File: config.mk
export PLATFORM = sky130hd
export DESIGN_NAME = humidity_sensor_frame_decoder
export DESIGN_NICKNAME = d
export VERILOG_FILES = /design/src/hdl/hsfd_pkg.sv /design/src/hdl/hsfd_front.sv /design/src/hdl/hsfd_fifo.sv /design/src/hdl/hsfd_back.sv /design/src/hdl/humidity_sensor_frame_decoder.sv
export SDC_FILE = /design/constraint.sdc
export NUM_CORES = 1
export LEC_CHECK = 0
export ABC_AREA = 0
export BUFFER_PORTS_ARGS = -buffer_cell sky130_fd_sc_hd__clkbuf_2
export CAP_MARGIN = 10
export CORE_MARGIN = 2
export CORE_UTILIZATION = 33
export DETAILED_ROUTE_END_ITERATION = 8
export HOLD_SLACK_MARGIN = 0.12
export PLACE_DENSITY_LB_ADDON = 0.12
export SLEW_MARGIN = 10
export SYNTH_ARGS = -nofsm -noshare
export SYNTH_HDL_FRONTEND = slang
export SYNTH_SLANG_ARGS = --single-unit
File: constraint.sdc
create_clock -name clk -period 7.85 [get_ports clk]
set_input_delay 0.3925 -clock clk [delete_from_list [all_inputs] [get_ports clk]]
set_output_delay 0.3925 -clock clk [all_outputs]
set_load 0.01 [all_outputs]
File: src/hdl/hsfd_pkg.sv
// Shared types, constants and the CRC-8 byte update for the sensor frame decoder.
package hsfd_pkg;

  typedef enum logic [1:0] {
    RC_OK  = 2'd0,
    RC_CRC = 2'd1,
    RC_BUS = 2'd2
  } result_code_t;

  // One finished frame as handed from the front end to the back end
  typedef struct packed {
    result_code_t code;
    logic         kind;
    logic [15:0]  word0;
    logic [15:0]  word1;
  } hsfd_rec_t;

  localparam logic [7:0]  CRC_INIT    = 8'hFF;
  localparam logic [7:0]  CRC_POLY    = 8'h31;
  localparam logic [14:0] TEMP_SCALE  = 15'd17500;
  localparam logic [13:0] HUM_SCALE   = 14'd10000;
  localparam logic [14:0] TEMP_OFFSET = 15'd4500;
  localparam logic [16:0] FULL_SCALE  = 17'd65535;

  localparam int FIFO_DEPTH = 4;
  localparam int FIFO_AW    = $clog2(FIFO_DEPTH);

  // Byte positions inside a frame
  localparam logic [2:0] POS_W0_HI = 3'd0;
  localparam logic [2:0] POS_W0_LO = 3'd1;
  localparam logic [2:0] POS_CRC0  = 3'd2;
  localparam logic [2:0] POS_W1_HI = 3'd3;
  localparam logic [2:0] POS_W1_LO = 3'd4;
  localparam logic [2:0] POS_CRC1  = 3'd5;

  function automatic logic [7:0] crc8_byte(input logic [7:0] crc, input logic [7:0] b);
    logic [7:0] c;
    c = crc ^ b;
    for (int k = 0; k < 8; k++) begin
      c = c[7] ? ((c << 1) ^ CRC_POLY) : (c << 1);
    end
    return c;
  endfunction

endpackage

File: src/hdl/hsfd_front.sv
// Front end: byte tracking, CRC checking and frame record assembly.
module hsfd_front (
  input  logic              clk,
  input  logic              rst_n,
  input  logic              in_tvalid,
  output logic              in_tready,
  input  logic [7:0]        in_tdata,   // data_byte
  input  logic [2:0]        in_tuser,   // kind, first, bus_error
  input  logic              q_full,
  output logic              q_push,
  output hsfd_pkg::hsfd_rec_t q_rec
);
  import hsfd_pkg::*;

  logic [2:0]  pos_r, pos_nxt;
  logic [7:0]  crc_r, crc_nxt;
  logic        kind_r, kind_nxt;
  logic        fail_r, fail_nxt;
  logic [15:0] w0_r, w0_nxt;
  logic [15:0] w1_r, w1_nxt;

  logic       acc, start, kind_e, fail_e, last;
  logic [2:0] pos_e;
  logic [7:0] crc_e, b;

  assign in_tready = !q_full;
  assign acc       = in_tvalid && in_tready;
  assign b         = in_tdata;

  always_comb begin
    // a first flag restarts the count at the high byte of word 0
    pos_e  = (in_tuser[1] || (pos_r > POS_CRC1)) ? POS_W0_HI : pos_r;
    start  = (pos_e == POS_W0_HI);
    kind_e = start ? in_tuser[0] : kind_r;
    crc_e  = start ? CRC_INIT : crc_r;
    fail_e = start ? 1'b0 : fail_r;
    last   = kind_e ? (pos_e == POS_CRC0) : (pos_e == POS_CRC1);

    pos_nxt  = pos_r;
    crc_nxt  = crc_r;
    kind_nxt = kind_r;
    fail_nxt = fail_r;
    w0_nxt   = w0_r;
    w1_nxt   = w1_r;
    q_push   = 1'b0;
    q_rec    = '0;

    if (acc) begin
      kind_nxt = kind_e;
      if (in_tuser[2]) begin
        // drop the byte, report the bus error and go idle
        pos_nxt     = POS_W0_HI;
        crc_nxt     = CRC_INIT;
        fail_nxt    = 1'b0;
        q_push      = 1'b1;
        q_rec.code  = RC_BUS;
        q_rec.kind  = kind_e;
      end else begin
        crc_nxt  = crc8_byte(crc_e, b);
        fail_nxt = fail_e;
        unique case (pos_e)
          POS_W0_HI: w0_nxt = {b, w0_r[7:0]};
          POS_W0_LO: w0_nxt = {w0_r[15:8], b};
          POS_W1_HI: w1_nxt = {b, w1_r[7:0]};
          POS_W1_LO: w1_nxt = {w1_r[15:8], b};
          default: begin
            if (b != crc_e) fail_nxt = 1'b1;
            crc_nxt = CRC_INIT;
          end
        endcase
        if (last) begin
          pos_nxt     = POS_W0_HI;
          crc_nxt     = CRC_INIT;
          fail_nxt    = 1'b0;
          q_push      = 1'b1;
          q_rec.code  = ((b != crc_e) || fail_e) ? RC_CRC : RC_OK;
          q_rec.kind  = kind_e;
          q_rec.word0 = w0_nxt;
          q_rec.word1 = w1_nxt;
        end else begin
          pos_nxt = pos_e + 3'd1;
        end
      end
    end
  end

  always_ff @(posedge clk) begin
    if (!rst_n) begin
      pos_r  <= POS_W0_HI;
      crc_r  <= CRC_INIT;
      kind_r <= 1'b0;
      fail_r <= 1'b0;
    end else begin
      pos_r  <= pos_nxt;
      crc_r  <= crc_nxt;
      kind_r <= kind_nxt;
      fail_r <= fail_nxt;
    end
  end

  always_ff @(posedge clk) begin
    w0_r <= w0_nxt;
    w1_r <= w1_nxt;
  end

endmodule

File: src/hdl/hsfd_fifo.sv
// Short queue of frame records between the front and back ends.
module hsfd_fifo (
  input  logic                clk,
  input  logic                rst_n,
  input  logic                push,
  input  hsfd_pkg::hsfd_rec_t wr_rec,
  output logic                full,
  input  logic                pop,
  output logic                not_empty,
  output hsfd_pkg::hsfd_rec_t rd_rec
);
  import hsfd_pkg::*;

  hsfd_rec_t mem [FIFO_DEPTH];
  logic [FIFO_AW-1:0] wp_r, wp_nxt, rp_r, rp_nxt;
  logic [FIFO_AW:0]   cnt_r, cnt_nxt;

  assign full      = (cnt_r == (FIFO_AW+1)'(FIFO_DEPTH));
  assign not_empty = (cnt_r != '0);
  assign rd_rec    = mem[rp_r];

  always_comb begin
    wp_nxt  = push ? wp_r + 1'b1 : wp_r;
    rp_nxt  = pop ? rp_r + 1'b1 : rp_r;
    cnt_nxt = cnt_r + {{FIFO_AW{1'b0}}, push} - {{FIFO_AW{1'b0}}, pop};
  end

  always_ff @(posedge clk) begin
    if (!rst_n) begin
      wp_r  <= '0;
      rp_r  <= '0;
      cnt_r <= '0;
    end else begin
      wp_r  <= wp_nxt;
      rp_r  <= rp_nxt;
      cnt_r <= cnt_nxt;
    end
  end

  always_ff @(posedge clk) begin
    if (push) mem[wp_r] <= wr_rec;
  end

  a_cnt_bound: assert property (@(posedge clk) disable iff (!rst_n)
    cnt_r <= (FIFO_AW+1)'(FIFO_DEPTH)) else $error("queue count out of range");
  a_no_overflow: assert property (@(posedge clk) disable iff (!rst_n)
    push |-> !full) else $error("push into full queue");
  a_no_underflow: assert property (@(posedge clk) disable iff (!rst_n)
    pop |-> not_empty) else $error("pop from empty queue");

endmodule

File: src/hdl/hsfd_back.sv
// Back end: scales measurement words and drives the result register.
module hsfd_back (
  input  logic                clk,
  input  logic                rst_n,
  input  logic                q_not_empty,
  input  hsfd_pkg::hsfd_rec_t q_rec,
  output logic                q_pop,
  output logic                out_tvalid,
  input  logic                out_tready,
  output logic [47:0]         out_tdata,  // temperature_centi, humidity_centi, status_word
  output logic [2:0]          out_tuser   // result_code, frame_kind
);
  import hsfd_pkg::*;

  // stage 1: products
  logic         v1_r, v1_nxt;
  result_code_t code1_r;
  logic         kind1_r;
  logic [30:0]  tprod_r;
  logic [29:0]  hprod_r;
  logic [15:0]  stat1_r;

  // stage 2: result register
  logic         v2_r, v2_nxt;
  result_code_t code2_r;
  logic         kind2_r;
  logic [14:0]  temp2_r, temp2_nxt;
  logic [13:0]  hum2_r, hum2_nxt;
  logic [15:0]  stat2_r, stat2_nxt;

  logic en1, en2;
  logic [16:0] tsum, hsum;
  logic [14:0] tq;
  logic [13:0] hq;
  logic ok_meas, ok_stat;

  assign en2   = !v2_r || out_tready;
  assign en1   = !v1_r || en2;
  assign q_pop = en1 && q_not_empty;

  always_comb begin
    v1_nxt = en1 ? q_not_empty : v1_r;
    v2_nxt = en2 ? v1_r : v2_r;
  end

  // floor(x / 65535) with x = a*2^16 + b: a plus one when a + b reaches 65535
  always_comb begin
    tsum = {2'b0, tprod_r[30:16]} + {1'b0, tprod_r[15:0]};
    hsum = {3'b0, hprod_r[29:16]} + {1'b0, hprod_r[15:0]};
    tq   = tprod_r[30:16] + {14'b0, (tsum >= FULL_SCALE)};
    hq   = hprod_r[29:16] + {13'b0, (hsum >= FULL_SCALE)};
    ok_meas = (code1_r == RC_OK) && !kind1_r;
    ok_stat = (code1_r == RC_OK) && kind1_r;
    temp2_nxt = ok_meas ? (tq - TEMP_OFFSET) : '0;
    hum2_nxt  = ok_meas ? hq : '0;
    stat2_nxt = ok_stat ? stat1_r : '0;
  end

  always_ff @(posedge clk) begin
    if (!rst_n) begin
      v1_r <= 1'b0;
      v2_r <= 1'b0;
    end else begin
      v1_r <= v1_nxt;
      v2_r <= v2_nxt;
    end
  end

  always_ff @(posedge clk) begin
    if (en1) begin
      code1_r <= q_rec.code;
      kind1_r <= q_rec.kind;
      tprod_r <= 31'(q_rec.word0 * TEMP_SCALE);
      hprod_r <= 30'(q_rec.word1 * HUM_SCALE);
      stat1_r <= q_rec.word0;
    end
    if (en2) begin
      code2_r <= code1_r;
      kind2_r <= kind1_r;
      temp2_r <= temp2_nxt;
      hum2_r  <= hum2_nxt;
      stat2_r <= stat2_nxt;
    end
  end

  assign out_tvalid = v2_r;
  assign out_tdata  = {3'b000, stat2_r, hum2_r, temp2_r};
  assign out_tuser  = {kind2_r, code2_r};

  a_hold_result: assert property (@(posedge clk) disable iff (!rst_n)
    (v2_r && !out_tready) |=> (v2_r && $stable(out_tdata) && $stable(out_tuser)))
    else $error("result changed while stalled");
  a_pop_advances: assert property (@(posedge clk) disable iff (!rst_n)
    q_pop |=> v1_r) else $error("popped record lost");
  a_stage_hold: assert property (@(posedge clk) disable iff (!rst_n)
    (v1_r && !en2) |=> v1_r) else $error("stage 1 dropped while stalled");

endmodule

File: src/hdl/humidity_sensor_frame_decoder.sv
// Top level of the humidity/temperature sensor frame decoder.
//
//  channel | direction | tdata                               | tuser
//  --------+-----------+-------------------------------------+-------------------------------
//  in_     | slave     | data_byte                           | kind, first, bus_error
//  out_    | master    | temperature_centi, humidity_centi,  | result_code, frame_kind
//          |           | status_word                         |
//
// One byte per cycle is accepted unless the queue is full; the front end updates the CRC
// in the accept cycle. The queue is written at the edge that accepts a frame's last byte;
// the record then passes the multiply stage and the result register, which drives out_tvalid.
// Up to four finished frames sit in the queue while out_tready is low;
// in_tready drops only when the queue is full. Reset is synchronous and empties all stages.
module humidity_sensor_frame_decoder (
  input  logic        clk,
  input  logic        rst_n,
  input  logic        in_tvalid,
  output logic        in_tready,
  input  logic [7:0]  in_tdata,   // [7:0] data_byte
  input  logic [2:0]  in_tuser,   // [0] kind, [1] first, [2] bus_error
  output logic        out_tvalid,
  input  logic        out_tready,
  output logic [47:0] out_tdata,  // [14:0] temperature_centi, [28:15] humidity_centi,
                                  // [44:29] status_word, [47:45] zero
  output logic [2:0]  out_tuser   // [1:0] result_code, [2] frame_kind
);
  import hsfd_pkg::*;

  hsfd_rec_t push_rec, pop_rec;
  logic      push, pop, full, not_empty;

  hsfd_front u_front (
    .clk       (clk),
    .rst_n     (rst_n),
    .in_tvalid (in_tvalid),
    .in_tready (in_tready),
    .in_tdata  (in_tdata),
    .in_tuser  (in_tuser),
    .q_full    (full),
    .q_push    (push),
    .q_rec     (push_rec)
  );

  hsfd_fifo u_fifo (
    .clk       (clk),
    .rst_n     (rst_n),
    .push      (push),
    .wr_rec    (push_rec),
    .full      (full),
    .pop       (pop),
    .not_empty (not_empty),
    .rd_rec    (pop_rec)
  );

  hsfd_back u_back (
    .clk         (clk),
    .rst_n       (rst_n),
    .q_not_empty (not_empty),
    .q_rec       (pop_rec),
    .q_pop       (pop),
    .out_tvalid  (out_tvalid),
    .out_tready  (out_tready),
    .out_tdata   (out_tdata),
    .out_tuser   (out_tuser)
  );

endmodule

==> flow_summary.ini <==
[cts]
clkTransAtPathRegs_ns = 0.06
cts_sinks = 317
clk_latency_ns = 0.56
cts_buffer_depth = 3
ctsHtreeMaxLevel = 2
postCtsSetupBuffers = 0
numCtsBuffers = 38
cts-root-buf = clkbuf_16
cts_tree = yes

[sta]
fmax_mhz = 155.3
slew_headroom = 0.2779
min_period_ns = 6.439
final.setup.tns_ns = 0
slew_violations = 0
finalHoldViolCount = 0
finClkSkew_ns = 0.03315
min_period_over_period = 0.8202
rsz0062_at_grt = no
worst_slew_pin_slew_ns = 1.083
setup_viol = 0

[cells_and_area]
multi_input_area_um2 = 8917
drive_above_1_share = 0.1171
mostFrequentLayoutCells = edfxtp_1, ha_1, inv_1, fa_1, nor2_1
final_util = 0.3740
diodes = 0
instances_no_fill = 2353
nNetsFinal = 1867
seq_area_um2 = 9280
final_common_cell = edfxtp_1
area_growth_pct = 12.57
nFillCells = 5604

[global_route]
gr-usage-all-layers = 0.1418
grt_pass1_wl_um = 66020
grt_max_degree = 73
antenna_found_initial = 0
grt_pass1_vias = 11470
overflow = 0

[yosys]
ys.flop_type = edfxtp_1
syn_inst = 1492
ys_seq_elements = 317
postSynth.asyncResetShare = 0
avgSynthCellArea_um2 = 12.80
ys_types = 67
synth_edf_count = 293
netlist_area_um2 = 19100
seq_area_frac_synth = 0.4859
yosysWarnings = 0

[routing]
via_count = 11040
wire_per_inst_um = 17.54
wl_um = 41280
drt_iter0_drc = 472
route.met2.wl_um = 18340
vias_per_cell = 4.694
route.detailed.drc = 0
dr.pass1.iters = 4
wl_met1_um = 20680
dr_wl_met3_um = 1385
antenna_left = 0
top_layer_used = met4

[setup_path]
path_class = register to register
end_kind = register
crit_path_start_kind = register
cp.arrival_ns = 6.73
worstPathRequired_ns = 8.14
critPathMaxFanout = 28

[place]
place_inst = 2288
place_congestion = 0.8199
port_buffers = 64
dpl.hpwl_um = 29750

[die]
die_w_um = 244.6
start_util = 0.3322
ios = 68
die_h_um = 244.6
core-area_um2 = 57480
die-area_um2 = 59810
placementRows = 88

[min_path]
holdCritPathClass = primary input to register

[run]
maxCapViolations = 0

[status]
status = finished, final reports clean
-- through the flow --
| step | hold slack [ns] | instance area [um^2] | setup slack, ns |
|---|---|---|---|
| global route | 0.2369 | 21500 | 0.9205 |
| floorplan | 0.4570 | 19100 | 1.489 |
| finish | 0.2115 | 21500 | 1.411 |
| CTS | 0.1918 | 21500 | 1.308 |
| detailed placement | 0.4878 | 20290 | 1.382 |
| global placement | 0.4782 | 20290 | 1.497 |
-- per-layer routing --
layer / global-route usage / up-vias
met5: 0 / -
met4: 0.04161 / 0
met3: 0.02206 / 63
met2: 0.2228 / 164
met1: 0.2021 / 5333
li1: - / 5484
-- flip-flops by register name, indices dropped and copies added, names as in the netlist, named ones only --
signal	cells
u_fifo.mem	140
u_back.tprod_r	28
u_back.hprod_r	26
u_back.stat1_r	16
u_back.stat2_r	16
u_front.w0_r	16
u_front.w1_r	16
u_back.temp2_r	15
u_back.hum2_r	14
u_front.crc_r	8
u_fifo.cnt_r	3
u_front.pos_r	3
u_back.code1_r	2
u_back.code2_r	2
u_fifo.rp_r	2
u_fifo.wp_r	2
u_back.kind1_r	1
u_back.kind2_r	1
u_back.out_tvalid	1
u_back.v1_r	1
u_front.fail_r	1
u_front.kind_r	1
-- cell type report --
cell class,instances,share of cell area
clock inverters,22,0.01094
inverters,198,0.03457
repair buffers,74,0.01851
well taps,765,0.04453
flip-flops and latches,317,0.4317
clock buffers,42,0.04493
multi-input cells,935,0.4148
-- kinds of logic after synthesis --
group,synth area share
other,0.0001964
DFF,0.4859
and+or+nand+nor,0.07712
xor gates and xnor gates,0.04770
muxes,0.04501
adders and majority gates,0.2213
AOI/OAI and AO/OA,0.07391
buffers and inverters,0.04881
-- final timing paths --
| kind | slack [ns] | startpoint | end | cells past startpoint |
|---|---|---|---|---|
| worst max register to register | 1.41 | register | u_back.hprod_r[28] | 19 |
| worst min register to register | 0.50 | u_front.fail_r | u_front.fail_r | 2 |
| worst min-delay path | 0.21 | out_tready | u_back.out_tvalid | 4 |
| worst max-delay path | 1.41 | register | u_back.hprod_r[28] | 19 |
-- cell usage after synthesis (29+ instances only) --
cell,count,area [um^2]
a22o_1,31,271.5
and3_1,39,244.0
mux4_2,35,788.3
inv_1,196,735.7
fa_1,83,1662
xnor2_1,71,621.9
nand2_1,49,183.9
nor2_1,81,304.0
and2_1,34,212.7
clkbuf_1,29,108.9
xor2_1,33,289.0
a21oi_1,56,280.3
ha_1,205,2565
o21ai_0,29,145.1
edfxtp_1,293,8798
-- critical path, cell delays in order, from the launching register on --
cell	delay, ns
dfxtp_2	0.31
buf_4	0.51
buf_4	0.33
mux4_2	0.61
fa_1	0.48
ha_1	0.31
fa_1	0.49
ha_1	0.29
inv_1	0.05
fa_1	0.49
inv_1	0.04
ha_1	0.36
a21oi_1	0.23
o211ai_1	0.11
a211oi_1	0.24
nor3_1	0.15
a2111oi_0	0.63
nor3_1	0.13
a211oi_1	0.28
xnor2_1	0.09
-- timing repair --
action | in CTS | in global routing
endpoints found under the hold margin | 6 | 0
hold buffers | 1 | 0
setup endpoints to repair | 0 | 0
resized for setup | 0 | 0
Power is left out: the tool's default activity adds up to more than one toggle a clock period on the data nets, which glitch-free logic cannot reach.
